[config.mk]
export PLATFORM = sky130hd
export DESIGN_NAME = tnrp_front
export DESIGN_NICKNAME = d
export VERILOG_FILES = /design/src/hw/rtl/tnrp_pkg.sv /design/src/hw/rtl/tnrp_front.sv
export SDC_FILE = /design/constraint.sdc
export NUM_CORES = 1
export LEC_CHECK = 0
export ABC_AREA = 0
export BUFFER_PORTS_ARGS = -buffer_cell sky130_fd_sc_hd__buf_4
export CAP_MARGIN = 10
export CORE_ASPECT_RATIO = 0.5
export CORE_MARGIN = 4
export CORE_UTILIZATION = 30
export DETAILED_ROUTE_END_ITERATION = 10
export GPL_ROUTABILITY_DRIVEN = 0
export PLACE_DENSITY = 0.92
export SYNTH_ARGS = -nofsm -noshare
export SYNTH_HDL_FRONTEND = slang
export SYNTH_SLANG_ARGS = --single-unit
[constraint.sdc]
create_clock -name vclk -period 2
set_clock_uncertainty 0.2 [all_clocks]
set_input_delay 0.4 -clock vclk [all_inputs]
set_output_delay 0.4 -clock vclk [all_outputs]
set_load 0.05 [all_outputs]
[src/hw/rtl/tnrp_pkg.sv]
// ----------------------------------------------------------------------------
// tnrp_pkg: shared types and constants of the top-K rating predictor
// Field widths, stream packing offsets, queue item and back-end state types.
// ----------------------------------------------------------------------------
`default_nettype none

package tnrp_pkg;

    localparam int MaxK   = 32;
    localparam int KW     = $clog2(MaxK);
    localparam int CntW   = $clog2(MaxK + 1);
    localparam int LimW   = 6;
    localparam int SeenW  = 11;
    localparam int RateW  = 4;
    localparam int SimInW = 16;
    localparam int SimW   = 15;
    localparam int DevW   = 16;
    localparam int MeanW  = 15;
    localparam int FbW    = 17;
    localparam int PredW  = 17;
    localparam int ProdW  = SimW + DevW + 1;
    localparam int NumW   = ProdW + KW;
    localparam int DenW   = SimW + KW;
    localparam int ScW    = NumW + CntW + 1;
    localparam int DdW    = DenW + CntW;
    localparam int DvsW   = DdW + 1;
    localparam int QW     = 16;
    localparam int QCntW  = $clog2(QW);
    localparam int RemW   = ScW + 1 - QW;

    localparam int InDataW  = 56;
    localparam int OutDataW = 32;
    localparam int OffRate  = 0;
    localparam int OffSim   = OffRate + RateW;
    localparam int OffMean  = OffSim + SimInW;
    localparam int OffFb    = OffMean + MeanW;
    localparam int OffTgt   = OffFb + FbW;

    localparam int CfgIdxW  = 2;
    localparam logic [CfgIdxW-1:0] CFG_LIMIT = 2'd0;
    localparam logic [CfgIdxW-1:0] CFG_BLEND = 2'd1;

    localparam logic [LimW-1:0]  LimitReset = 6'd25;
    localparam logic [SeenW-1:0] SeenMax    = 11'd2047;

    typedef enum logic [1:0] {
        K_BEGIN = 2'd0,
        K_CAND  = 2'd1,
        K_SKIP  = 2'd2
    } kind_t;

    typedef struct packed {
        kind_t                   kind;
        logic                    last;
        logic [SimW-1:0]         sim;
        logic signed [DevW-1:0]  dev;
        logic [MeanW-1:0]        mean;
        logic signed [FbW-1:0]   fb;
    } item_t;

    typedef struct packed {
        logic [LimW-1:0] limit;
        logic            blend;
    } cfg_t;

    typedef enum logic [4:0] {
        ST_RUN   = 5'b00001,
        ST_ACC   = 5'b00010,
        ST_SCALE = 5'b00100,
        ST_DIV   = 5'b01000,
        ST_OUT   = 5'b10000
    } state_t;

endpackage

`default_nettype wire

[src/hw/rtl/tnrp_front.sv]
// ----------------------------------------------------------------------------
// tnrp_front: request intake
// Unpack the input stream, classify each request and compute its deviation.
// ----------------------------------------------------------------------------
`default_nettype none

module tnrp_front import tnrp_pkg::*;
(
    input  wire logic               in_valid,
    output logic                    in_ready,
    input  wire logic [InDataW-1:0] in_data,
    input  wire logic               in_user,
    input  wire logic               in_last,
    input  wire logic               q_full,
    output logic                    push,
    output item_t                   push_item
);

    logic [RateW-1:0]  rating;
    logic [SimInW-1:0] sim;
    logic [MeanW-1:0]  mean;
    logic [FbW-1:0]    fb;
    logic              tgt;
    logic              qual;

    assign rating = in_data[OffRate +: RateW];
    assign sim    = in_data[OffSim +: SimInW];
    assign mean   = in_data[OffMean +: MeanW];
    assign fb     = in_data[OffFb +: FbW];
    assign tgt    = in_data[OffTgt];

    // Qualify: positive rating, not the target, positive similarity.
    assign qual = !rating[RateW-1] && (rating != '0) && !tgt
                  && !sim[SimInW-1] && (sim != '0);

    assign in_ready = !q_full;
    assign push     = in_valid && !q_full;

    always_comb
    begin
        push_item.kind = !in_user ? K_BEGIN : (qual ? K_CAND : K_SKIP);
        push_item.last = in_last;
        push_item.sim  = sim[SimW-1:0];
        push_item.dev  = $signed({rating, 12'd0}) - $signed({1'b0, mean});
        push_item.mean = mean;
        push_item.fb   = $signed(fb);
    end

endmodule

`default_nettype wire

# --- Word-level counts from Yosys, hierarchy flattened ---
# Cells that the tools add are included.
word_totals:
  out_inout_bits: 68
  inputBits: 60
  regBits: 0
op_classes:
  muxes: 2
  n_reduce_logical: 11
  add_sub_neg: 1
ops:
  columns: ["op", "count"]
  rows:
  - ["nonzero test 16 bit", 1]
  - ["subtractor 16 bit", 1]
  - ["logical AND 1 bit", 5]
  - ["zero test 1 bit", 4]
  - ["2-to-1 mux 2 bit", 2]
  - ["nonzero test 4 bit", 1]

# --- Depth between registers and ports, before layout ---
depth:
  word_depth: 7
  mapped_depth: 6
  ltp_nobuf: 6

# --- Least setup slack after synthesis ---
# No wires, ideal clock.
synth_timing:
  kind: "input to output"
  startpoint: "input port in_data[33]"
  endpoint: "output port push_item[47] (netlist name)"
  t_arrival_ps: 2257
  stages: 5
  path_buffers: 0
  t_required_ps: 1400
  setup_slack_ps: -857
  path_cell_list: "inv_1 > ha_1 > a21oi_1 > o221ai_1 > nor3b_1"
synth_lines:
  columns: ["element", "line_no", "text"]
  rows:
  - ["from (decl)", "tnrp_front.sv:11", "input wire logic [InDataW-1:0] in_data,"]
  - ["to (decl)", "tnrp_front.sv:16", "output item_t push_item"]

==> impl_metrics.csv <==
group,metric,value,unit
min_path,hold-path-endpoint,"push_item[0]",
detailed_routing,drc_errors,0,
layout,seq_cell_count,0,
yosys,synth.most_common_cell,"buf_4",
floorplan,dieArea,0.00368,mm^2
yosys,seq_area_frac_synth,0,%
power,p_leak,0.855,nW
layout,clockBufferCount,0,
layout,post_route_cells_drive_above_1_share,85.1,%
power,power_density,349,mW/mm^2
layout,diodes,0,
timing,max-slew-margin-rel,77.0,%
global_routing,grt_start_max_net_pins,6,
power,ir_worst_vdd,0.167,mV
detailed_routing,ant_nets,0,
yosys,yosysWarnings,0,
min_path,holdCritStartpoint,"in_data[35]",
global_routing,grt_use_met1,14.3,%
layout,seq_area,0,um^2
timing,rsz0062_at_grt,"yes",
global_routing,grt_overflow_total,0,
detailed_routing,drtIter0Drc,20,
timing,fin_crit_sh,111,%
detailed_routing,firstDrtPassIters,4,
place,numPortBuffers,89,
layout,fin_area,0.00180,mm^2
clocking,cts_hold_buf,0,
place,placed_area,0.00150,mm^2
yosys,netlist.area_leader.share,44.9,%
layout,multi_input_area,674,um^2
status,violations,"negative setup slack",
global_routing,antenna_found_initial,0,
yosys,synth_nets,177,
timing,slew_viol_final,0,
floorplan,coreArea,0.00260,mm^2
layout,syn_to_final_growth,119,%
floorplan,die_w,81.9,um
detailed_routing,post_drt_wl_per_cell,15.8,um
yosys,syn_avg_cell_area,7.25,um^2
place,hpwlAfterDp,2520,um
timing,hold_ws,0.600,ns
detailed_routing,num_vias,1013,
timing,tightest_slew,0.344,ns
yosys,yosysTopAreaCell,"buf_4",
detailed_routing,viasPerCell,4.50,
critical_path,critical_path_class,"in -> out",
timing,max_freq,448,MHz
global_routing,busiest_layer,"met2",
global_routing,grt_use_total,15.3,%
timing,setup_violations,10,
yosys,yosys-top-cells-area,"buf_4 45%, xor2_1 7.5%, xnor2_1 6.4%",
global_routing,grt_pass1_wl,4490,um
detailed_routing,routed_wl,3550,um
yosys,netlist_area,820,um^2
critical_path,endpoint_kind,"output port",
global_routing,grt_pass1_vias,973,
layout,fin_nets,254,
floorplan,die_h,45.0,um
yosys,synth_common_cells,"49 x buf_4, 8 x inv_1, 7 x xor2_1",
global_routing,met3_usage,1.59,%
yosys,synth_cells,113,
place,dp_slack,-0.323,ns
critical_path,crit_arrival,1.63,ns
status,run_status,"finished, violations left",
critical_path,path_max_fanout,4,
timing,setup_ws,-0.230,ns
timing,fin_crit,2.23,ns
min_path,holdPathStages,0,
layout,fillers,171,
floorplan,rows,13,
timing,hold_violations,0,
critical_path,crit_path_start_kind,"input port",
global_routing,gr-usage-met2,35.6,%
flow_run,drv_cap,0,
critical_path,worstPathRequired,1.40,ns
min_path,hp-class,"in -> out",
floorplan,num_io_pins,128,
floorplan,start_util,31.5,%
yosys,synth.distinct_cells,28,
## critical path, stage by stage
cell	delay, ns
buf_4	0.09
inv_1	0.05
ha_4	0.28
nand4_1	0.17
o2111ai_2	0.24
nor3b_4	0.21
buf_6	0.18
## power by group
group          switching (mW)  total (mW)  internal, mW
Sequential                  0           0             0
Clock                       0           0             0
Combinational           0.373       0.627         0.254
Total                   0.373       0.627         0.254
## layout by cell type, fill, tap and decap left out, types with 3 or more instances in the layout
master	n
inv_1	6
nor2_1	4
xnor2_2	4
nand4_1	3
ha_4	3
buf_4	99
buf_6	21
xor2_2	5
buf_8	4
nor3_1	4
## layer usage
metal | wire, um | vias up
li1 | - | 477
met1 | 1180 | 477
met2 | 1990 | 49
met3 | 297 | 10
met4 | 80 | 0
met5 | 0 | -
## timing repair
action,4_1_cts,5_1_grt
setup endpoints to repair,12,11
gates resized for setup,37,14
buffers inserted,2,7
pin swaps,15,16
## cell families after synthesis
logic type               after synthesis  share of synthesized area [%]
AO/OA/AOI/OAI                          6                           5.19
XOR/XNOR                              13                           13.9
adder cells (fa/ha/maj)                4                           6.11
buffers and inverters                 57                           48.5
AND/OR/NAND/NOR                       33                           26.3
## cell type report
| class | count | share of cell area (%) |
|---|---|---|
| timing repair buffer | 124 | 57.9 |
| multi-input combinational | 56 | 37.6 |
| tap | 37 | 2.58 |
| inverter | 8 | 1.95 |
## per-stage QoR
step / util (%) / std cells / setup TNS, ns / power [mW]
finish: 69.0 / 225 / -1.47 / 0.627
floorplan: - / 113 / -1.13 / 0.462
CTS: 64.2 / 218 / -1.18 / 0.594
detailed placement: 57.6 / 216 / -2.16 / 0.553
global placement: 57.6 / 216 / -1.73 / 0.545
global route: 69.0 / 225 / -2.14 / 0.652
## worst max-delay path by stage
| stage | startpoint | to | slack [ns] | depth (start not counted) |
|---|---|---|---|---|
| 3_5_place_dp | in_data[21] | push_item[47] | -0.32 | 7 |
| 5_1_grt | in_data[33] | push_item[47] | -0.30 | 7 |
| 4_1_cts | in_data[26] | push_item[41] | -0.24 | 6 |
| 2_1_floorplan | in_data[33] | push_item[47] | -0.24 | 5 |
| 6_report | in_data[33] | push_item[47] | -0.23 | 7 |
| 3_3_place_gp | in_data[20] | push_item[46] | -0.29 | 8 |
No activity file was read; power rests on OpenSTA's default activity.
