==> src/hw/rtl/tnrp_pkg.sv <==
// ----------------------------------------------------------------------------
// tnrp_pkg: shared types and constants of the top-K rating predictor
// Field widths, stream packing offsets, queue item and back-end state types.
// ----------------------------------------------------------------------------
`default_nettype none

package tnrp_pkg;

    localparam int MaxK   = 32;
    localparam int KW     = $clog2(MaxK);
    localparam int CntW   = $clog2(MaxK + 1);
    localparam int LimW   = 6;
    localparam int SeenW  = 11;
    localparam int RateW  = 4;
    localparam int SimInW = 16;
    localparam int SimW   = 15;
    localparam int DevW   = 16;
    localparam int MeanW  = 15;
    localparam int FbW    = 17;
    localparam int PredW  = 17;
    localparam int ProdW  = SimW + DevW + 1;
    localparam int NumW   = ProdW + KW;
    localparam int DenW   = SimW + KW;
    localparam int ScW    = NumW + CntW + 1;
    localparam int DdW    = DenW + CntW;
    localparam int DvsW   = DdW + 1;
    localparam int QW     = 16;
    localparam int QCntW  = $clog2(QW);
    localparam int RemW   = ScW + 1 - QW;

    localparam int InDataW  = 56;
    localparam int OutDataW = 32;
    localparam int OffRate  = 0;
    localparam int OffSim   = OffRate + RateW;
    localparam int OffMean  = OffSim + SimInW;
    localparam int OffFb    = OffMean + MeanW;
    localparam int OffTgt   = OffFb + FbW;

    localparam int CfgIdxW  = 2;
    localparam logic [CfgIdxW-1:0] CFG_LIMIT = 2'd0;
    localparam logic [CfgIdxW-1:0] CFG_BLEND = 2'd1;

    localparam logic [LimW-1:0]  LimitReset = 6'd25;
    localparam logic [SeenW-1:0] SeenMax    = 11'd2047;

    typedef enum logic [1:0] {
        K_BEGIN = 2'd0,
        K_CAND  = 2'd1,
        K_SKIP  = 2'd2
    } kind_t;

    typedef struct packed {
        kind_t                   kind;
        logic                    last;
        logic [SimW-1:0]         sim;
        logic signed [DevW-1:0]  dev;
        logic [MeanW-1:0]        mean;
        logic signed [FbW-1:0]   fb;
    } item_t;

    typedef struct packed {
        logic [LimW-1:0] limit;
        logic            blend;
    } cfg_t;

    typedef enum logic [4:0] {
        ST_RUN   = 5'b00001,
        ST_ACC   = 5'b00010,
        ST_SCALE = 5'b00100,
        ST_DIV   = 5'b01000,
        ST_OUT   = 5'b10000
    } state_t;

endpackage

`default_nettype wire

==> src/hw/rtl/tnrp_back.sv <==
// ----------------------------------------------------------------------------
// tnrp_back: sorted store, weighted sum, divider and result register
// Insert candidates, then accumulate, scale, divide and emit one result.
// ----------------------------------------------------------------------------
`default_nettype none

module tnrp_back import tnrp_pkg::*;
(
    input  wire logic                clk,
    input  wire logic                rst_n,
    input  cfg_t                     cfg,
    input  wire logic                head_valid,
    input  item_t                    head,
    output logic                     pop,
    output logic                     out_valid,
    input  wire logic                out_ready,
    output logic [OutDataW-1:0]      out_data,
    output logic                     out_user
);

    logic [SimW-1:0]        sim_reg [MaxK];
    logic signed [DevW-1:0] dev_reg [MaxK];

    state_t                 st_reg, st_next;
    logic [CntW-1:0]        kept_reg;
    logic [SeenW-1:0]       seen_reg;
    logic [MeanW-1:0]       mean_reg;
    logic signed [FbW-1:0]  fb_reg;
    logic [CntW-1:0]        acc_cnt_reg;
    logic signed [ProdW-1:0] prod_reg;
    logic                   prod_vld_reg;
    logic signed [NumW-1:0] num_reg;
    logic [DenW-1:0]        den_reg;
    logic                   fb_sel_reg;
    logic                   neg_reg;
    logic [RemW-1:0]        rem_reg;
    logic [QW-1:0]          q_reg;
    logic [QCntW-1:0]       div_cnt_reg;
    logic                   ovalid_reg;
    logic [PredW-1:0]       opred_reg;
    logic [SeenW-1:0]       ocnt_reg;
    logic                   ofb_reg;

    logic [CntW-1:0]        cap;
    logic [CntW-1:0]        kept_eff;
    logic [MaxK-1:0]        ge;
    logic [MaxK-1:0]        inr;
    logic                   drop;
    logic                   do_ins;
    logic                   acc_pop;
    logic                   scale;
    logic signed [ScW-1:0]  nn;
    logic [ScW-1:0]         mag;
    logic [DdW-1:0]         dd;
    logic [ScW:0]           dvd;
    logic [DvsW-1:0]        dvs;
    logic [RemW-1:0]        trial;
    logic                   qbit;
    logic signed [PredW-1:0] term;
    logic signed [PredW:0]  sum;
    logic [PredW-1:0]       pred;
    logic                   out_free;

    // Effective limit: zero acts as one, above MaxK clamps.
    always_comb
    begin
        if (cfg.limit == '0)
            cap = CntW'(1);
        else if (cfg.limit > LimW'(MaxK))
            cap = CntW'(MaxK);
        else
            cap = CntW'(cfg.limit);
        kept_eff = (kept_reg > cap) ? cap : kept_reg;
    end

    // Parallel compare against every kept entry; ties keep the older one ahead.
    always_comb
    begin
        for (int i = 0; i < MaxK; i++)
        begin
            inr[i] = CntW'(i) < kept_eff;
            ge[i]  = inr[i] && (sim_reg[i] >= head.sim);
        end
        drop = (kept_eff == cap) && (&(ge | ~inr));
    end

    assign pop     = (st_reg == ST_RUN) && head_valid;
    assign do_ins  = pop && (head.kind == K_CAND) && !drop;
    assign acc_pop = (st_reg == ST_ACC) && (acc_cnt_reg != kept_eff);
    assign out_free = !ovalid_reg || out_ready;

    // Scaling and divider operands.
    always_comb
    begin
        scale = cfg.blend && (seen_reg < SeenW'(cap));
        nn    = scale ? num_reg * $signed({1'b0, seen_reg[CntW-1:0]})
                      : ScW'(num_reg);
        mag   = nn[ScW-1] ? ScW'(-nn) : ScW'(nn);
        dd    = scale ? DdW'(den_reg * cap) : DdW'(den_reg);
        dvd   = {mag, 1'b0} + (ScW + 1)'(dd);
        dvs   = {dd, 1'b0};
        trial = {rem_reg[RemW-2:0], q_reg[QW-1]};
        qbit  = trial >= RemW'(dvs);
    end

    // Final result with saturation.
    always_comb
    begin
        term = neg_reg ? -$signed({1'b0, q_reg}) : $signed({1'b0, q_reg});
        sum  = $signed({3'b000, mean_reg}) + $signed({term[PredW-1], term});
        if (fb_sel_reg)
            pred = cfg.blend ? fb_reg : {2'b00, mean_reg};
        else if (sum[PredW] != sum[PredW-1])
            pred = sum[PredW] ? {1'b1, {(PredW-1){1'b0}}} : {1'b0, {(PredW-1){1'b1}}};
        else
            pred = sum[PredW-1:0];
    end

    always_comb
    begin
        st_next = st_reg;
        case (st_reg)
            ST_RUN:
                if (pop && head.last)
                    st_next = ST_ACC;
            ST_ACC:
                if (!acc_pop)
                    st_next = (kept_eff == '0) ? ST_OUT : ST_SCALE;
            ST_SCALE:
                st_next = ST_DIV;
            ST_DIV:
                if (div_cnt_reg == QCntW'(QW - 1))
                    st_next = ST_OUT;
            ST_OUT:
                if (out_free)
                    st_next = ST_RUN;
            default:
                st_next = ST_RUN;
        endcase
    end

    always_ff @(posedge clk or negedge rst_n)
    begin
        if (!rst_n)
        begin
            st_reg       <= ST_RUN;
            kept_reg     <= '0;
            seen_reg     <= '0;
            mean_reg     <= '0;
            fb_reg       <= '0;
            acc_cnt_reg  <= '0;
            prod_vld_reg <= 1'b0;
            num_reg      <= '0;
            den_reg      <= '0;
            fb_sel_reg   <= 1'b0;
            div_cnt_reg  <= '0;
            ovalid_reg   <= 1'b0;
        end
        else
        begin
            st_reg <= st_next;
            if (st_reg == ST_OUT && out_free)
                ovalid_reg <= 1'b1;
            else if (out_ready)
                ovalid_reg <= 1'b0;
            case (st_reg)
                ST_RUN:
                begin
                    if (pop)
                    begin
                        case (head.kind)
                            K_BEGIN:
                            begin
                                kept_reg <= '0;
                                seen_reg <= '0;
                                mean_reg <= head.mean;
                                fb_reg   <= head.fb;
                            end
                            K_CAND:
                            begin
                                if (seen_reg != SeenMax)
                                    seen_reg <= seen_reg + 1'b1;
                                if (do_ins && kept_eff < cap)
                                    kept_reg <= kept_eff + 1'b1;
                                else
                                    kept_reg <= kept_eff;
                            end
                            default:
                            begin
                            end
                        endcase
                        if (head.last)
                        begin
                            acc_cnt_reg  <= '0;
                            prod_vld_reg <= 1'b0;
                            num_reg      <= '0;
                            den_reg      <= '0;
                        end
                    end
                end
                ST_ACC:
                begin
                    // Pop one entry per cycle, add the previous product.
                    prod_vld_reg <= acc_pop;
                    if (prod_vld_reg)
                        num_reg <= num_reg + NumW'(prod_reg);
                    if (acc_pop)
                    begin
                        acc_cnt_reg <= acc_cnt_reg + 1'b1;
                        den_reg     <= den_reg + DenW'(sim_reg[0]);
                    end
                    fb_sel_reg <= kept_eff == '0;
                end
                ST_SCALE:
                begin
                    div_cnt_reg <= '0;
                end
                ST_DIV:
                begin
                    div_cnt_reg <= div_cnt_reg + 1'b1;
                end
                ST_OUT:
                begin
                    if (out_free)
                    begin
                        kept_reg   <= '0;
                        seen_reg   <= '0;
                    end
                end
                default:
                begin
                end
            endcase
        end
    end

    // Payload: sorted store, product, divider and result.
    always_ff @(posedge clk)
    begin
        if (do_ins)
        begin
            if (!ge[0])
            begin
                sim_reg[0] <= head.sim;
                dev_reg[0] <= head.dev;
            end
            for (int i = 1; i < MaxK; i++)
            begin
                if (!ge[i])
                begin
                    sim_reg[i] <= ge[i-1] ? head.sim : sim_reg[i-1];
                    dev_reg[i] <= ge[i-1] ? head.dev : dev_reg[i-1];
                end
            end
        end
        else if (acc_pop)
        begin
            for (int i = 0; i < MaxK - 1; i++)
            begin
                sim_reg[i] <= sim_reg[i+1];
                dev_reg[i] <= dev_reg[i+1];
            end
        end
        if (acc_pop)
            prod_reg <= $signed({1'b0, sim_reg[0]}) * dev_reg[0];
        if (st_reg == ST_SCALE)
        begin
            neg_reg <= nn[ScW-1];
            rem_reg <= dvd[ScW:QW];
            q_reg   <= dvd[QW-1:0];
        end
        if (st_reg == ST_DIV)
        begin
            rem_reg <= qbit ? trial - RemW'(dvs) : trial;
            q_reg   <= {q_reg[QW-2:0], qbit};
        end
        if (st_reg == ST_OUT && out_free)
        begin
            opred_reg <= pred;
            ocnt_reg  <= fb_sel_reg ? '0 : seen_reg;
            ofb_reg   <= fb_sel_reg;
        end
    end

    assign out_valid = ovalid_reg;
    assign out_data  = {{(OutDataW - PredW - SeenW){1'b0}}, ocnt_reg, opred_reg};
    assign out_user  = ofb_reg;

endmodule

`default_nettype wire

==> config.mk <==
export PLATFORM = sky130hd
export DESIGN_NAME = tnrp_back
export DESIGN_NICKNAME = d
export VERILOG_FILES = /design/src/hw/rtl/tnrp_pkg.sv /design/src/hw/rtl/tnrp_back.sv
export SDC_FILE = /design/constraint.sdc
export NUM_CORES = 2
export LEC_CHECK = 0
export ABC_AREA = 0
export BUFFER_PORTS_ARGS = -buffer_cell sky130_fd_sc_hd__buf_2
export CAP_MARGIN = 20
export CORE_MARGIN = 2
export CORE_UTILIZATION = 32
export CTS_CLUSTER_SIZE = 30
export DETAILED_ROUTE_END_ITERATION = 6
export GPL_TIMING_DRIVEN = 0
export PLACE_DENSITY_LB_ADDON = 0.1
export RECOVER_POWER = 100
export REMOVE_ABC_BUFFERS = 1
export SETUP_SLACK_MARGIN = 0.5
export SYNTH_ARGS = -nofsm -noshare
export SYNTH_HDL_FRONTEND = slang
export SYNTH_SLANG_ARGS = --single-unit
==> constraint.sdc <==
create_clock -name clk -period 14.38 [get_ports clk]
set_input_delay 3.595 -clock clk [delete_from_list [all_inputs] [get_ports clk]]
set_output_delay 3.595 -clock clk [all_outputs]
set_load 0.02 [all_outputs]
# Word level (Yosys, flattened, before mapping)
# Memories as Yosys holds them, arrays and structs flattened.
# Cells that the tools add are included.
totals:
  register_bits: 230
  latchBits: 0
  ramBits: 992
  rom_bits: 0
  in_bits: 77
  out_inout_bits: 35
  word_cells: 521
  mem_count: 2
memory_table:
  columns: ["name", "words", "word_bits", "rd", "rd_ports_with_merged_regs", "write_ports", "line", "source"]
  rows:
  - ["dev_reg", 32, 16, 32, 0, 32, "tnrp_back.sv:22", "logic signed [DevW-1:0] dev_reg [MaxK];"]
  - ["sim_reg", 32, 15, 32, 0, 32, "tnrp_back.sv:21", "logic [SimW-1:0] sim_reg [MaxK];"]
op_classes:
  n_addsub: 11
  multipliers: 3
  div_mod_pow: 0
  n_lt_le_gt_ge: 69
  n_eq_ne: 21
  shift: 0
  mux: 273
  bitwise_logic: 64
  n_reduce_logical: 59
ops:
  columns: ["op", "n"]
  rows:
  - ["$mux 16", 64]
  - ["$mux 15", 62]
  - ["$ge 15x15->1", 32]
  - ["$mux 37", 3]
  - ["$mux 1", 103]
  - ["$lt 5x6->1 const A", 16]
  - ["$mux 17", 5]
  - ["$mux 28", 3]
  - ["$pmux 37 s2", 1]
  - ["$or 1x1->1", 62]
  - ["$mux 20", 3]
  - ["$mux 6", 9]
  - ["$lt 4x6->1 const A", 8]
  - ["$add 44x26->44", 1]
  - ["$mul 37x7->44", 1]
  - ["$mux 44", 1]
  - ["$pmux 11 s2", 2]
  - ["$mux 43", 1]
  - ["$neg 43->43", 1]
  - ["$logic_and 1x1->1", 41]
  - ["$pmux 20 s2", 1]
  - ["$add 37x32->37", 1]
  - ["$pmux 6 s2", 3]
  - ["$mux 11", 3]
  - ["other kinds (48)", 73]

# Depth between registers and ports, before layout
logic_depth:
  word_depth: 17
  mapped_depth: 44
  ltp_nobuf: 38

# Worst setup path before layout
# No wires, ideal clock.
synth_path:
  path_type: "input to register"
  startpoint: "input cfg[6] in the netlist's numbering"
  endpoint: "register rem_reg[1] (data pin)"
  arrival_ns: 11.190
  required_time_ns: 14.110
  slack_ns: 2.920
  cell_stages: 34
  path_cell_list: "clkbuf_1 > nor2b_1 > clkbuf_1 > inv_1 > ha_1 > nand3_1 > nor4b_2 > a211o_1 > clkbuf_1 > clkbuf_1 > clkbuf_1 > buf_2 > buf_2 > buf_1 > buf_1 > nand2_1 > nand2_1 > inv_1 > fa_1 > a21o_1 > a21oi_1 > o21ai_0 > a21oi_1 > o21ai_0 > a21o_1 > a21o_1 > a2111oi_0 > o31ai_1 > a31o_2 > a211oi_1 > clkbuf_1 > nor2_1 > a211oi_1 > a21oi_1"
synth_via:
  elab_chain_len: 11
  word_cells_on_any_way: 17
synth_rtl:
  columns: ["item", "line", "source"]
  rows:
  - ["start: declaration", "tnrp_back.sv:11", "input cfg_t cfg,"]
  - ["$gt 6x6->1", "tnrp_back.sv:69", "else if (cfg.limit > LimW'(MaxK))"]
  - ["$mux 6", "tnrp_back.sv:69", null]
  - ["$mux 6 *", "tnrp_back.sv:67", "if (cfg.limit == '0)"]
  - ["$lt 11x6->1", "tnrp_back.sv:95", "scale = cfg.blend && (seen_reg < SeenW'(cap));"]
  - ["$logic_and 1x1->1", "tnrp_back.sv:95", null]
  - ["$mux 44", "tnrp_back.sv:96", "nn = scale ? num_reg * $signed({1'b0, seen_reg[CntW-1:0]})"]
  - ["$neg 43->43", "tnrp_back.sv:98", "mag = nn[ScW-1] ? ScW'(-nn) : ScW'(nn);"]
  - ["$mux 43", "tnrp_back.sv:98", null]
  - ["$add 44x26->44", "tnrp_back.sv:100", "dvd = {mag, 1'b0} + (ScW + 1)'(dd);"]
  - ["$mux 28", "tnrp_back.sv:266", "if (st_reg == ST_SCALE)"]
  - ["$mux 28 *", "tnrp_back.sv:272", "if (st_reg == ST_DIV)"]
  - ["end signal: assignment", "tnrp_back.sv:269", "rem_reg <= dvd[ScW:QW];"]
  - ["end signal: assignment", "tnrp_back.sv:274", "rem_reg <= qbit ? trial - RemW'(dvs) : trial;"]
  - ["end: declaration", "tnrp_back.sv:36", "logic [RemW-1:0] rem_reg;"]
# Mark *: on every way between the ends. The rest lies on a longest branch, timed or not. The select of a mux whose other input is x is not followed.
# A chain may end at the register's enable or synchronous reset.

==> results.py <==
metrics = {
    "worst_setup_path": {
        "rrSetupSlack_ns": 1.44,
        "rr_endpoint": "rem_reg[27]",
        "slowest_stage": "o22ai_1",
        "cp_max_fo": 20,
        "cp-end-kind": "flip-flop",
        "ff2ff_path_depth": 35,
        "critPathRequiredTime_ns": 14.98,
        "cpPeakStageDelay_ns": 1.30,
        "crit_top_cell": "o21a_1",
        "startpoint_type": "input port",
        "critical_path_class": "input port to flip-flop",
        "arrival_ns": 14.19,
        "reg2reg_from": "seen_reg[2]",
    },
    "cts": {
        "cts_tree": "yes",
        "clock_path_buffers": 4,
        "cts_sinks": 1222,
        "clock-root-buffer": "clkbuf_16",
        "h-tree-depth": 4,
        "clk_latency_ns": 0.91,
        "cts_setup_buffers": 0,
        "cts.clk_slew.worst_paths_ns": 0.05,
        "cts_buffers": 164,
        "cts.repair.resized": 0,
        "hold_buffers": 0,
    },
    "synthesis": {
        "synth_compound_area_share_pct": 12.19,
        "synthArstFlopShare_pct": 10.15,
        "synth_xor_area_share_pct": 2.253,
        "yosysUniqueCellTypes": 100,
        "synthSimpleGateAreaFrac_pct": 14.21,
        "ys_seq_area_share_pct": 36.39,
        "ys.flop_type": "edfxtp_1",
        "synth_mux_area_share_pct": 11.13,
        "yosys_warnings": 0,
        "synthCells": 10100,
        "synth_adder_area_share_pct": 19.18,
        "avgSynthCellArea_um2": 9.818,
        "synth-seq-cells": 1222,
        "syn_area_um2": 99130,
        "synth_top_family_by_area": "adder cells",
        "synth-edff-count": 1098,
    },
    "sta": {
        "setup_violations": 0,
        "hold_violations": 0,
        "fin_crit_sh_pct": 94.48,
        "final.setup.tns_ns": 0,
        "clock_skew_ns": 0.09693,
        "fin_ws_ns": 0.7942,
        "drv_slew": 563,
        "grt_setup_unrepaired": "false",
        "worstMarginPinSlew_ns": 3.971,
        "slew-limit-headroom_pct": -164.8,
        "fmax_mhz": 73.61,
        "min_period_ns": 13.59,
    },
    "placement": {
        "pre_cts_slack_ns": 0.8413,
        "post-dp-hpwl_um": 257600,
        "globalplace.congestion": 0.8578,
        "postPlaceCellArea_um2": 106700,
        "dp_cells": 13920,
        "port-buffer-count": 107,
    },
    "die": {
        "core_um2": 308600,
        "initial_core_util_pct": 32.12,
        "die_area_um2": 314200,
        "pin_count": 112,
        "rows": 204,
        "die_w_um": 560.6,
        "die_h_um": 560.6,
    },
    "cells_and_area": {
        "utilization_pct": 35.90,
        "fillers": 31050,
        "final_area_um2": 110800,
        "multiInputGateArea_um2": 58830,
        "nets": 11320,
        "largest_reg_flops": 512,
        "fin_cells": 14230,
        "seq_area_um2": 36080,
        "final_common_cell": "nand2_1",
        "mostFrequentLayoutCells": "1798 x nand2_1, 1098 x edfxtp_1, 865 x ha_1",
        "area_growth_pct": 11.77,
        "drive_gt1_share_pct": 11.66,
    },
    "grt": {
        "grt_pass1_wl_um": 513200,
        "gr-total-overflow": 0,
        "grt_pass1_vias": 78270,
        "grt_max_degree": 133,
        "antenna_found_initial": 15,
        "track_usage_pct": 21.26,
    },
    "power": {
        "p_leak_nw": 44.73,
        "p_int_mw": 16.92,
        "ir_worst_vdd_uv": 597.4,
        "comb_power_share_pct": 62.3,
        "power_frac_clock_pct": 13.0,
        "p_per_area_nw_per_um2": 279.6,
        "power.switching_mw": 14.06,
        "swShare_pct": 45.38,
        "seq_power_share_pct": 24.7,
    },
    "status": {
        "violations": "capacitance limit, slew limit",
        "outcome": "finished with violations",
    },
    "flow_run": {
        "cap_violations": 19,
    },
    "route": {
        "via_count": 76110,
        "drtIter0Drc": 5387,
        "antenna_left": 0,
        "wl_per_cell_um": 23.95,
        "drc": 0,
        "firstDrtPassIters": 6,
        "avgViaCountPerCell": 5.350,
        "drt_wl_total_um": 340700,
    },
    "min_path": {
        "hold_path_class": "flip-flop to flip-flop",
        "timing.hold.worst.start": "div_cnt_reg[3]",
        "hold_end": "div_cnt_reg[3]",
        "holdPathStages": 1,
    },
}
[cell usage after synthesis (all sizes together), types with 19 or more instances]
library cell / count / area [um^2]
buf: 47 / 212.7
o21a: 97 / 728.2
o31ai: 42 / 335.3
dfrtp: 123 / 3078
a211oi: 62 / 480.5
a21o: 194 / 1456
a21boi: 22 / 165.2
a31oi: 270 / 1689
fa: 409 / 8188
o41ai: 19 / 181.4
o211ai: 27 / 207.7
nand4: 61 / 387.9
edfxtp: 1098 / 32970
inv: 617 / 2316
a21oi: 319 / 1600
nand2b: 68 / 425.4
nor2: 477 / 1790
o21bai: 35 / 262.8
nor3: 93 / 465.5
xnor2: 183 / 1603
xor2: 72 / 630.6
ha: 865 / 10820
clkbuf: 544 / 2043
or3: 30 / 187.7
nor4: 20 / 158.9
and4: 19 / 168.9
nand2: 1801 / 6760
mux2i: 360 / 3616
and2: 316 / 1977
nor2b: 72 / 450.4
and3: 33 / 206.5
o21ai: 699 / 3498
mux2: 659 / 7421
nand3: 99 / 495.5
[layout make-up]
type,instances,share of cell area [%]
Clock buffer,227,4.003
Timing Repair Buffer,294,2.998
Tap cell,4120,4.653
Clock inverter,69,0.5376
Inverter,625,2.122
Sequential cell,1222,32.57
Multi-Input combinational cell,7662,53.10
Antenna cell,7,0.01581
[power groups by stage]
stage | Clock [mW] | Combinational, mW | Sequential [mW]
final | 4.02 | 19.3 | 7.65
after global routing | 4.24 | 22.0 | 7.77
after CTS | 4.12 | 19.7 | 7.64
after detailed placement | 0 | 19.5 | 7.70
after global placement | 0 | 18.8 | 7.94
after floorplan | 0 | 14.4 | 7.08
[critical path: cells and delay by family]
kind	cells	cell delay (ns)
AO/OA/AOI/OAI	9	3.71
adder cells (fa/ha/maj)	1	0.16
multiplexers	1	0.96
buffers and inverters	6	2.50
AND/OR/NAND/NOR	8	3.15
[through the flow]
step,power [mW],hold WS [ns]
after floorplan,21.48,0.4512
after global placement,26.79,0.4788
after detailed placement,27.18,0.4866
after CTS,31.41,0.4936
after global routing,33.99,0.5334
final,30.98,0.4950
[per-layer routing]
metal	GRT usage, %	vias to the layer above	wire length (um)
met2	35.23	1818	158700
met4	6.001	0	10140
met5	0	-	0
met1	29.35	38440	156600
li1	-	35430	-
met3	2.077	425	15200
[how the worst max path moves through the flow]
stage	startpoint	endpoint	slack [ns]	cells after the start
global placement	cfg[6]	den_reg[19]	-39.42	21
floorplan	cfg[2]	den_reg[19]	-15.98	21
detailed placement	cfg[4]	rem_reg[27]	0.84	38
CTS	seen_reg[2]	rem_reg[26]	1.66	35
finish	cfg[4]	sim_reg[1][234]	0.79	25
global route	cfg[4]	sim_reg[1][223]	0.45	27
[kinds of logic after synthesis]
logic type      count (synthesis)
simple gates                 3162
compound gates               1948
fa+ha+maj                    1274
flops                        1222
buf+inv                      1216
mux                          1019
xor+xnor                      255
other cells                     1
No activity file was read; power rests on OpenSTA's default activity.
