### config.mk
export PLATFORM = sky130hd
export DESIGN_NAME = tnrp_queue
export DESIGN_NICKNAME = d
export VERILOG_FILES = /design/src/hw/rtl/tnrp_pkg.sv /design/src/hw/rtl/tnrp_queue.sv
export SDC_FILE = /design/constraint.sdc
export NUM_CORES = 1
export LEC_CHECK = 0
export BUFFER_PORTS_ARGS = -buffer_cell sky130_fd_sc_hd__buf_4
export CAP_MARGIN = 20
export CORE_ASPECT_RATIO = 1.25
export CORE_UTILIZATION = 35
export CTS_CLUSTER_DIAMETER = 50
export DETAILED_ROUTE_END_ITERATION = 10
export PLACE_DENSITY = 0.66
export SETUP_SLACK_MARGIN = 0.02
export SYNTH_ARGS = -nofsm -noshare
export SYNTH_HDL_FRONTEND = slang
export SYNTH_SLANG_ARGS = --single-unit
### constraint.sdc
create_clock -name clk -period 8.7 [get_ports clk]
set_input_delay 1.305 -clock clk [delete_from_list [all_inputs] [get_ports clk]]
set_output_delay 1.305 -clock clk [all_outputs]
set_load 0.02 [all_outputs]
### src/hw/rtl/tnrp_pkg.sv
// ----------------------------------------------------------------------------
// tnrp_pkg: shared types and constants of the top-K rating predictor
// Field widths, stream packing offsets, queue item and back-end state types.
// ----------------------------------------------------------------------------
`default_nettype none

package tnrp_pkg;

    localparam int MaxK   = 32;
    localparam int KW     = $clog2(MaxK);
    localparam int CntW   = $clog2(MaxK + 1);
    localparam int LimW   = 6;
    localparam int SeenW  = 11;
    localparam int RateW  = 4;
    localparam int SimInW = 16;
    localparam int SimW   = 15;
    localparam int DevW   = 16;
    localparam int MeanW  = 15;
    localparam int FbW    = 17;
    localparam int PredW  = 17;
    localparam int ProdW  = SimW + DevW + 1;
    localparam int NumW   = ProdW + KW;
    localparam int DenW   = SimW + KW;
    localparam int ScW    = NumW + CntW + 1;
    localparam int DdW    = DenW + CntW;
    localparam int DvsW   = DdW + 1;
    localparam int QW     = 16;
    localparam int QCntW  = $clog2(QW);
    localparam int RemW   = ScW + 1 - QW;

    localparam int InDataW  = 56;
    localparam int OutDataW = 32;
    localparam int OffRate  = 0;
    localparam int OffSim   = OffRate + RateW;
    localparam int OffMean  = OffSim + SimInW;
    localparam int OffFb    = OffMean + MeanW;
    localparam int OffTgt   = OffFb + FbW;

    localparam int CfgIdxW  = 2;
    localparam logic [CfgIdxW-1:0] CFG_LIMIT = 2'd0;
    localparam logic [CfgIdxW-1:0] CFG_BLEND = 2'd1;

    localparam logic [LimW-1:0]  LimitReset = 6'd25;
    localparam logic [SeenW-1:0] SeenMax    = 11'd2047;

    typedef enum logic [1:0] {
        K_BEGIN = 2'd0,
        K_CAND  = 2'd1,
        K_SKIP  = 2'd2
    } kind_t;

    typedef struct packed {
        kind_t                   kind;
        logic                    last;
        logic [SimW-1:0]         sim;
        logic signed [DevW-1:0]  dev;
        logic [MeanW-1:0]        mean;
        logic signed [FbW-1:0]   fb;
    } item_t;

    typedef struct packed {
        logic [LimW-1:0] limit;
        logic            blend;
    } cfg_t;

    typedef enum logic [4:0] {
        ST_RUN   = 5'b00001,
        ST_ACC   = 5'b00010,
        ST_SCALE = 5'b00100,
        ST_DIV   = 5'b01000,
        ST_OUT   = 5'b10000
    } state_t;

endpackage

`default_nettype wire

### src/hw/rtl/tnrp_queue.sv
// ----------------------------------------------------------------------------
// tnrp_queue: two-entry request queue
// Decouple intake from the back end so each side stalls on its own.
// ----------------------------------------------------------------------------
`default_nettype none

module tnrp_queue import tnrp_pkg::*;
(
    input  wire logic  clk,
    input  wire logic  rst_n,
    input  wire logic  push,
    input  item_t      push_item,
    output logic       full,
    input  wire logic  pop,
    output logic       head_valid,
    output item_t      head
);

    item_t       slot_reg [2];
    logic        wr_reg, wr_next;
    logic        rd_reg, rd_next;
    logic [1:0]  cnt_reg, cnt_next;

    assign full       = cnt_reg == 2'd2;
    assign head_valid = cnt_reg != 2'd0;
    assign head       = slot_reg[rd_reg];

    always_comb
    begin
        wr_next  = push ? !wr_reg : wr_reg;
        rd_next  = pop ? !rd_reg : rd_reg;
        cnt_next = cnt_reg + 2'(push) - 2'(pop);
    end

    always_ff @(posedge clk or negedge rst_n)
    begin
        if (!rst_n)
        begin
            wr_reg  <= 1'b0;
            rd_reg  <= 1'b0;
            cnt_reg <= 2'd0;
        end
        else
        begin
            wr_reg  <= wr_next;
            rd_reg  <= rd_next;
            cnt_reg <= cnt_next;
        end
    end

    always_ff @(posedge clk)
    begin
        if (push)
        begin
            slot_reg[wr_reg] <= push_item;
        end
    end

endmodule

`default_nettype wire

# Word-level counts from Yosys, hierarchy flattened
# Memory sizes are Yosys's and may differ from the RTL's.
# Cells that the tools add are included.
# word_totals
reg_bits,4
ram_bits,132
inputBits,70
output_inout_bits,68
mem_count,1
# op_classes
add_sub_neg,2
eq_ne,1
mux,2
reduce_logical,3
# mem_list
name,depth,word_bits,rd,rd_ports_with_merged_regs,write_ports,line_no,source
slot_reg,2,66,1,0,1,tnrp_queue.sv:19,item_t slot_reg [2];
# ops
operator,count
2-bit by 1-bit adder with 2-bit output,1
2-bit == test (second input constant),1
1-bit logical NOT,2
1-bit two-way mux,2
2-bit nonzero test,1
2-bit by 1-bit subtractor with 2-bit output,1

# Longest topological paths before layout
# Gate-level depths: netlist of run 1.
# logic_depth
depth_word,2
depth_mapped,5
mapped_depth_nobuf,5

# Worst setup path before layout of run 1
# Ideal clock, no wire load.
# synth_timing
kind,input to register
startpoint,in push
endpoint,"mem slot_reg[0][0] (netlist name), enable pin"
setup_time_ns,0.498
arrival_ns,4.205
required_time_ns,8.202
setup_slack_ns,3.997
cell_stages,1
path_buffers,0
cell_sequence,nor2b_1
# synth_via
elab_chain_len,2
# synth_rtl
element,line_no,source
"start, declared",tnrp_queue.sv:11,"input wire logic push,"
1-bit two-way mux,tnrp_queue.sv:53,if (push)
1-bit two-way mux (implied by the code),tnrp_queue.sv:55,slot_reg[wr_reg] <= push_item;
"end, declared",tnrp_queue.sv:19,
# Every way passes these cells.

==> run_results.csv, run 1 <==
group,metric,value,unit
synthesis,yosysTopAreaCell,"edfxtp_1",
finish,antenna_cells,0,
finish,drive_gt1_share,62.14,%
floorplanning,die_x,109.7,um
timing,tns,0,ps
flow_run,maxCapViolations,0,
finish,fin_area,6910,um^2
drt,drt-total-wl,8833,um
drt,drt_iter0_drc,59,
finish,largest_reg_flops,132,
floorplanning,rows,48,
timing,slew_headroom,27.55,%
floorplanning,pin_count,138,
clock_tree,cts-root-buf,"clkbuf_16",
critical_path,crit-reg2reg-launch,"wr_reg$_DFFE_PN0P_",
timing,worst_slack,5182,ps
clock_tree,hold_buffers,0,
synthesis,ys_types,14,
drt,num_vias,2512,
power,p_leak,2.702,nW
power,ir_drop,0.0002933,V
global_routing,antenna_found_initial,0,
clock_tree,worstSkewPairLatency,400,ps
synthesis,synth_seq_cells,136,
clock_tree,cts.sinks,136,
synthesis,synth.top_cell.area_share,78.11,%
finish,final_common_cell,"buf_4",
timing,slew_violations,0,
clock_tree,cts_resized,0,
placement,dp_slack,5501,ps
worst_hold_path,hold_path.startpoint,"wr_reg$_DFFE_PN0P_",
timing,fin_crit_sh,40.44,%
critical_path,critPathRequiredTime,7390,ps
drt,drtPass1Iterations,4,
global_routing,grt_max_degree,68,
critical_path,cp-start-kind,"flip-flop",
finish,final_cell_mix,"buf_4, edfxtp_1, mux2_2",
run_status,status,"complete, no violations",
clock_tree,clk_path_buf_depth,2,
timing,hold_violations,0,
synthesis,synth_seq_area_share,80.08,%
critical_path,endpoint_kind,"primary output",
synthesis,syn_area_per_cell,23.07,um^2
drt,viasPerCell,4.502,
drt,drtAntennaViolNets,0,
clock_tree,cts_tree,"done",
clock_tree,cts_buffers,17,
finish,area_delta_synth_final,36.17,%
global_routing,grt.overflow.total,0,
worst_hold_path,min_path_type,"flip-flop to flip-flop",
synthesis,syn_area,5075,um^2
floorplanning,dieArea,14990,um^2
finish,fin_nets,442,
synthesis,synth_area_leaders,"edfxtp_1, mux2_4, mux2_2",
placement,placed_area,6287,um^2
global_routing,grtUsageTotal,12.12,%
timing,post-route-min-period,3518,ps
floorplanning,start_util,36.27,%
power,cellPowerDensity,354.1,nW/um^2
clock_tree,cts_setup_buffers,0,
synthesis,synthCells,220,
placement,routabilityCongestion,0.6091,
floorplanning,core_area,13990,um^2
critical_path,critPathArrivalTime,2210,ps
drt,drcViolationCount,0,
timing,max_freq,0.2843,GHz
global_routing,grt_pass1_vias,2712,
global_routing,grt_pass1_wl,13390,um
clock_tree,clk_pin_slew,60,ps
placement,port-buffer-count,137,
timing,setup_violations,0,
synthesis,yosysWarningCount,0,
timing,max_slew.worst_pin.slew,1087,ps
timing,hold_ws,556.4,ps
floorplanning,die_h,136.6,um
synthesis,synth.net_count,292,
timing,grt_setup_unrepaired,"false",
critical_path,startpoint,"rd_reg$_DFFE_PN0P_",
critical_path,path_class,"flip-flop to primary output",
timing,skew,11.24,ps
critical_path,path_max_fanout,67,
drt,detail_route.wl_per_cell,15.83,um
power,p_total,2.447,mW
clock_tree,htree_num_levels,4,
## worst max-delay path, cell delays in order (launching register included)
cell     delay, ps
dfrtp_4       1100
mux2_2         450
buf_4          160
## stage by stage
step | instances | util, %
6_report | 558 | 49.38
5_1_grt | 558 | 49.38
4_1_cts | 558 | 49.38
3_5_place_dp | 526 | 44.93
3_3_place_gp | 526 | 44.93
2_1_floorplan | 220 | -
## Yosys cell counts (all sizes together)
library cell and count:
and2 1, buf 7, dfrtp 4, edfxtp 132, ha 2, inv 2, mux2 66, nor2b 2
or2 1, xor2 2, xor3 1
## power breakdown
group / switching, mW / leakage, nW / internal [mW]
registers: 0.103 / 1.28 / 0.872
clock network: 0.260 / 0.300 / 0.487
logic: 0.344 / 1.12 / 0.381
## final cells by class
type / count / area (um^2)
repair buffers: 138 / 1036
well taps: 175 / 219.0
clock buffers: 20 / 446.7
clock inverters: 12 / 176.4
multi-input cells: 75 / 957.2
inverters: 2 / 7.507
flip-flops and latches: 136 / 4068
fillers: 1211 / 7083
## final timing paths
check / to / slack, ps / cells past startpoint
hold / removal: wr_reg$_DFFE_PN0P_ / 560 / 1
min in group asynchronous: rd_reg$_DFFE_PN0P_ / 680 / 1
max in group asynchronous: rd_reg$_DFFE_PN0P_ / 7910 / 1
hold reg to reg: wr_reg$_DFFE_PN0P_ / 560 / 1
setup reg to reg: slot_reg[0][63]$_DFFE_PP_ / 6580 / 2
setup / recovery: head[65] / 5180 / 2
## metal layers
| layer | up-vias | global-route usage (%) | share of wire (%) |
|---|---|---|---|
| met5 | - | 0 | 0 |
| li1 | 1168 | - | - |
| met2 | 87 | 20.65 | 54 |
| met4 | 0 | 4.889 | 0.86 |
| met3 | 4 | 4.381 | 5.6 |
| met1 | 1253 | 13.71 | 40 |
## cell families after synthesis
kind of cell,share of synthesized area [%]
flip-flops,80.08
multiplexers,16.86
buffers and inverters,1.257
AND/OR/NAND/NOR,0.4932
XOR/XNOR,0.8136
adder cells (fa/ha/maj),0.4930
Note: power is estimated with default switching activity, not from simulation.
==> run 2: changes to the inputs <==
ABC_AREA = 1   (was unset)
clock period = 3.5 ns   (was 8.7 ns; I/O delays follow)
==> run 2 against run 1 <==
- total power rose by 140%
- area after synthesis rose by 0.91%
- count of clock-buffer cells in the layout fell by 2
- global-route usage rose by 0.23 points
- register-to-register slack got worse by 4800 ps
- critical path depth rose by 2
- clock power rose by 130%
- die area rose by 0.90%
- cell area barely moved
- core utilization fell by 1.2 points
- highest routed layer unchanged
==> run_results.csv, run 2 <==
group,metric,value,unit
floorplanning,start_util,35.70,%
synthesis,synth_area_leaders,"edfxtp_1, o21ai_0, inv_1",
finish,nFillCells,1291,
finish,area_delta_synth_final,34.91,%
synthesis,synth.top_cell.area_share,77.40,%
clock_tree,cts_tree,"done",
synthesis,synth_seq_area_share,79.35,%
finish,fin_nets,588,
placement,routabilityCongestion,0.6526,
synthesis,synth.net_count,441,
timing,max_freq,0.4103,GHz
critical_path,rr_worst_depth,3,
critical_path,cpPeakStageDelay,760,ps
finish,drive_gt1_share,32.83,%
floorplanning,die_h,137.2,um
drt,drtAntennaViolNets,0,
global_routing,grt_max_degree,134,
timing,slew_violations,0,
global_routing,grtUsageTotal,12.36,%
synthesis,synth_edf_count,132,
global_routing,antenna_found_initial,0,
floorplanning,core_area,14350,um^2
flow_run,maxCapViolations,0,
placement,hpwl,6033,um
critical_path,critPathRequiredTime,2970,ps
floorplanning,rows,49,
synthesis,ys_types,13,
drt,drt_iter0_drc,102,
placement,port-buffer-count,137,
timing,fin_crit_sh,69.64,%
finish,final_cell_mix,"buf_4, edfxtp_1, nand2_1",
critical_path,path_max_fanout,76,
synthesis,synthCells,369,
floorplanning,dieArea,15120,um^2
synthesis,synth_seq_cells,136,
synthesis,syn_area,5121,um^2
finish,antenna_cells,0,
critical_path,rrSetupSlack,1810,ps
critical_path,crit-reg2reg-launch,"wr_reg$_DFFE_PN0P_",
synthesis,syn_area_per_cell,13.88,um^2
critical_path,crit_cells,4,
finish,multiInputGateArea,666.9,um^2
worst_hold_path,min_path_type,"input pin to flip-flop",
drt,detail_route.wl_per_cell,13.17,um
drt,drtPass1Iterations,4,
synthesis,synthArstFlopShare,2.941,%
critical_path,cp_top_family,"flip-flops",
clock_tree,clk_path_buf_depth,2,
critical_path,cpMaxStageDelayCell,"dfrtp_4",
timing,grt_setup_unrepaired,"false",
critical_path,reg2reg_to,"slot_reg[1][2]$_DFFE_PP_",
finish,seq_area,4068,um^2
critical_path,critPathArrivalTime,1910,ps
power,cellPowerDensity,867.3,nW/um^2
timing,post-route-min-period,2437,ps
critical_path,cp-start-kind,"flip-flop",
clock_tree,cts_setup_buffers,0,
critical_path,endpoint_kind,"primary output",
critical_path,startpoint,"rd_reg$_DFFE_PN0P_",
timing,skew,8.459,ps
clock_tree,cts-root-buf,"clkbuf_16",
power,p_leak,2.931,nW
drt,drt-total-wl,9282,um
clock_tree,hold_buffers,1,
finish,largest_reg_flops,132,
run_status,status,"complete, no violations",
timing,slew_headroom,54.48,%
floorplanning,die_x,110.2,um
timing,tns,0,ps
critical_path,path_cells,"buf_12 -> nand2_1 -> o21ai_0 -> buf_4",
global_routing,grt_pass1_vias,2969,
synthesis,synth_most_common_cell,"edfxtp_1",
synthesis,synth_common_cells,"edfxtp_1, inv_1, nand2_1",
clock_tree,cts_buffers,17,
global_routing,grt_pass1_wl,13610,um
clock_tree,cts_resized,0,
global_routing,grt.overflow.total,0,
drt,drcViolationCount,0,
synthesis,ys.flop_type,"edfxtp_1",
timing,setup_violations,0,
clock_tree,htree_num_levels,4,
clock_tree,cts.sinks,136,
drt,num_vias,3047,
power,ir_drop,0.0005680,V
synthesis,yosysTopAreaCell,"edfxtp_1",
clock_tree,worstSkewPairLatency,410,ps
timing,max_slew.worst_pin.slew,681.8,ps
clock_tree,clk_pin_slew,60,ps
drt,viasPerCell,4.322,
timing,hold_ws,298.7,ps
worst_hold_path,holdPathStages,1,
critical_path,endpoint,"head[0]",
synthesis,yosysWarningCount,0,
floorplanning,pin_count,138,
critical_path,path_buf_inv,2,
critical_path,path_class,"flip-flop to primary output",
finish,final_common_cell,"buf_4",
timing,hold_violations,0,
-- run 2: power by group --
part,internal (mW),leakage [nW],switching (mW),total [mW]
registers,2.17,1.29,0.164,2.33
logic,0.737,1.36,1.18,1.92
clock network,1.11,0.282,0.634,1.75
-- run 2: logic make-up after synthesis --
| group | synth area share (%) |
|---|---|
| compound gates | 6.450 |
| xor+xnor | 0.3421 |
| fa+ha+maj | 0.4886 |
| buf+inv | 7.769 |
| flops | 79.36 |
| simple gates | 5.595 |
-- run 2: worst min path at each step --
stage	from	endpoint	slack, ps
final	push_item[18]	slot_reg[1][18]$_DFFE_PP_	300
after global routing	push_item[7]	slot_reg[1][7]$_DFFE_PP_	280
after CTS	push_item[8]	slot_reg[1][8]$_DFFE_PP_	290
after detailed placement	rst_n	cnt_reg[0]$_DFF_PN0_	330
after global placement	rst_n	cnt_reg[0]$_DFF_PN0_	320
after floorplan	rst_n	cnt_reg[0]$_DFF_PN0_	230
-- run 2: final cells by class --
type / count / area share, %
multi-input cells: 146 / 9.652
clock buffers: 18 / 6.212
flip-flops and latches: 136 / 58.87
clock inverters: 12 / 2.246
well taps: 178 / 3.223
repair buffers: 142 / 15.83
inverters: 73 / 3.966
-- run 2: metrics by stage --
| step | std cells | area [um^2] | power, mW | utilization, % | setup slack (ps) |
|---|---|---|---|---|---|
| after floorplan | 369 | 5124 | 3.499 | - | 817.9 |
| after global placement | 673 | 6295 | 4.247 | 43.88 | 1216 |
| after detailed placement | 673 | 6295 | 4.298 | 43.88 | 1193 |
| after CTS | 704 | 6889 | 6.053 | 48.02 | 759.1 |
| after global routing | 705 | 6909 | 6.317 | 48.16 | 898.1 |
| final | 705 | 6909 | 5.992 | 48.16 | 1063 |
-- run 2: per-layer routing --
metal	vias to the layer above	share of wire, %	global-route usage (%)
met5	-	0	0
met4	0	1.8	6.360
met3	9	5.3	3.500
met2	83	54	22.26
met1	1427	39	12.95
li1	1528	-	-
==> run 3: changes to the inputs <==
PLACE_DENSITY = 0.68   (was 0.66)
clock period = 2.15 ns   (was 3.5 ns; I/O delays follow)
==> run 3 against run 2 <==
- die area is the same
- global-route usage rose by 0.67 points
- sequential power grew 60%
- final cell count is 0.71% higher
- highest routed layer unchanged
- register-to-register slack got worse by 1200 ps
- cell area up 0.67%
- clock power increased by 60%
- first-iteration DRC count up 3.9%
==> run_results.csv, run 3 (same netlist as run 2, synthesis figures left out) <==
group,metric,value,unit
run_status,status,"complete, no violations",
worst_hold_path,min_path_type,"input pin to flip-flop",
timing,max_slew.worst_pin.slew,537.6,ps
placement,hpwl,6417,um
power,p_switching,3.316,mW
floorplanning,die_h,137.2,um
finish,fin_nets,591,
critical_path,critPathArrivalTime,1740,ps
power,p_int,6.517,mW
drt,detail_route.wl_per_cell,13.67,um
drt,drtAntennaViolNets,0,
global_routing,grt_util_met2,22.88,%
finish,largest_reg_flops,132,
floorplanning,core_area,14350,um^2
power,p_clk_share,28.5,%
power,p_comb_share,33.6,%
critical_path,path_cells,"buf_12 -> o21ai_0 -> buf_4",
critical_path,critPathRequiredTime,1830,ps
power,p_total,9.833,mW
clock_tree,htree_num_levels,4,
critical_path,path_buf_inv,2,
critical_path,path_class,"flip-flop to primary output",
floorplanning,pin_count,138,
timing,slew_violations,0,
flow_run,maxCapViolations,0,
critical_path,cp-start-kind,"flip-flop",
floorplanning,dieArea,15120,um^2
timing,hold_violations,0,
clock_tree,clk_pin_slew,60,ps
finish,antenna_cells,0,
power,p_leak,2.951,nW
global_routing,grt_max_degree,48,
timing,slew_headroom,64.16,%
global_routing,grtUsageMet1,14.22,%
power,cellPowerDensity,1414,nW/um^2
timing,fin_crit_sh,95.91,%
timing,max_freq,0.4849,GHz
clock_tree,worstSkewPairLatency,400,ps
finish,utilization,48.48,%
clock_tree,cts-root-buf,"clkbuf_16",
finish,area_delta_synth_final,35.82,%
timing,setup_violations,0,
drt,num_vias,3092,
drt,drt_iter0_drc,106,
placement,placed_area,6355,um^2
timing,worst_slack,87.86,ps
placement,dp_slack,397.7,ps
finish,fin_area,6955,um^2
critical_path,rr_worst_depth,3,
critical_path,path_max_fanout,47,
clock_tree,cts_resized,0,
drt,viasPerCell,4.355,
finish,drive_gt1_share,33.65,%
global_routing,grt.overflow.total,0,
global_routing,antenna_found_initial,0,
critical_path,crit_cells,3,
power,sequentialPowerShare,38.0,%
placement,routabilityCongestion,0.7116,
floorplanning,rows,49,
global_routing,use_met3,4.210,%
worst_hold_path,holdPathStages,1,
clock_tree,cts.sinks,136,
floorplanning,start_util,35.70,%
critical_path,cpPeakStageDelay,610,ps
clock_tree,cts_tree,"done",
global_routing,grt_pass1_wl,14340,um
drt,drcViolationCount,0,
timing,post-route-min-period,2062,ps
finish,final_common_cell,"buf_4",
power,ir_drop,0.0005941,V
power,switching_share,33.72,%
critical_path,cp_top_family,"flip-flops",
timing,skew,7.135,ps
clock_tree,clk_path_buf_depth,2,
global_routing,busiest_layer,"met2",
clock_tree,cts_buffers,17,
critical_path,endpoint_kind,"primary output",
drt,drt-total-wl,9707,um
timing,grt_setup_unrepaired,"false",
critical_path,cpMaxStageDelayCell,"dfrtp_4",
timing,tns,0,ps
floorplanning,die_x,110.2,um
global_routing,grt_pass1_vias,3001,
placement,port-buffer-count,137,
global_routing,grtUsageTotal,13.03,%
drt,drtPass1Iterations,6,
finish,final_cell_mix,"buf_4, edfxtp_1, nand2_1",
-- run 3: routing by layer --
| layer | vias up | part of all wire (%) |
|---|---|---|
| li1 | 1538 | - |
| met1 | 1459 | 40 |
| met2 | 83 | 53 |
| met3 | 12 | 5.7 |
| met4 | 0 | 1.5 |
| met5 | - | 0 |
-- run 3: final timing paths --
kind                               startpoint                        end  slack [ps]
setup / recovery           rd_reg$_DFFE_PN0P_                   head[33]          90
hold / removal                  push_item[16]  slot_reg[0][16]$_DFFE_PP_         100
setup reg to reg           wr_reg$_DFFE_PN0P_  slot_reg[1][38]$_DFFE_PP_         660
hold reg to reg            wr_reg$_DFFE_PN0P_         wr_reg$_DFFE_PN0P_         540
max in group asynchronous               rst_n         rd_reg$_DFFE_PN0P_        1780
min in group asynchronous               rst_n       cnt_reg[1]$_DFF_PN0_         260
-- run 3: metrics by stage --
step,hold slack (ps),instances
global placement,120.1,676
finish,99.07,710
global route,78.40,710
detailed placement,122.4,676
CTS,74.95,710
floorplan,26.91,369
-- run 3: repair_timing --
| action | 4_1_cts | 5_1_grt |
|---|---|---|
| setup buffers | 1 | 0 |
| hold buffers | 1 | 0 |
| endpoints found under the setup margin | 1 | 0 |
| hold endpoints to repair | 4 | 0 |
-- run 3: power by group through the flow --
stage | Combinational, mW | Sequential, mW | Clock, mW
3_3_place_gp | 3.22 | 3.81 | 0
5_1_grt | 3.62 | 3.79 | 2.98
2_1_floorplan | 1.99 | 3.70 | 0
4_1_cts | 3.37 | 3.74 | 2.88
6_report | 3.30 | 3.73 | 2.80
3_5_place_dp | 3.27 | 3.84 | 0
-- run 3: final cells by class --
type / count / area [um^2]
fillers: 1304 / 7391
flip-flops and latches: 136 / 4068
repair buffers: 145 / 1149
multi-input cells: 146 / 666.9
clock buffers: 17 / 425.4
inverters: 73 / 274.0
well taps: 178 / 222.7
clock inverters: 15 / 150.1
-- run 3: worst register-to-register path, stage by stage, from the launching register on --
cell and delay, ps:
dfrtp_1 410, nand2_1 80, inv_2 400, buf_12 270
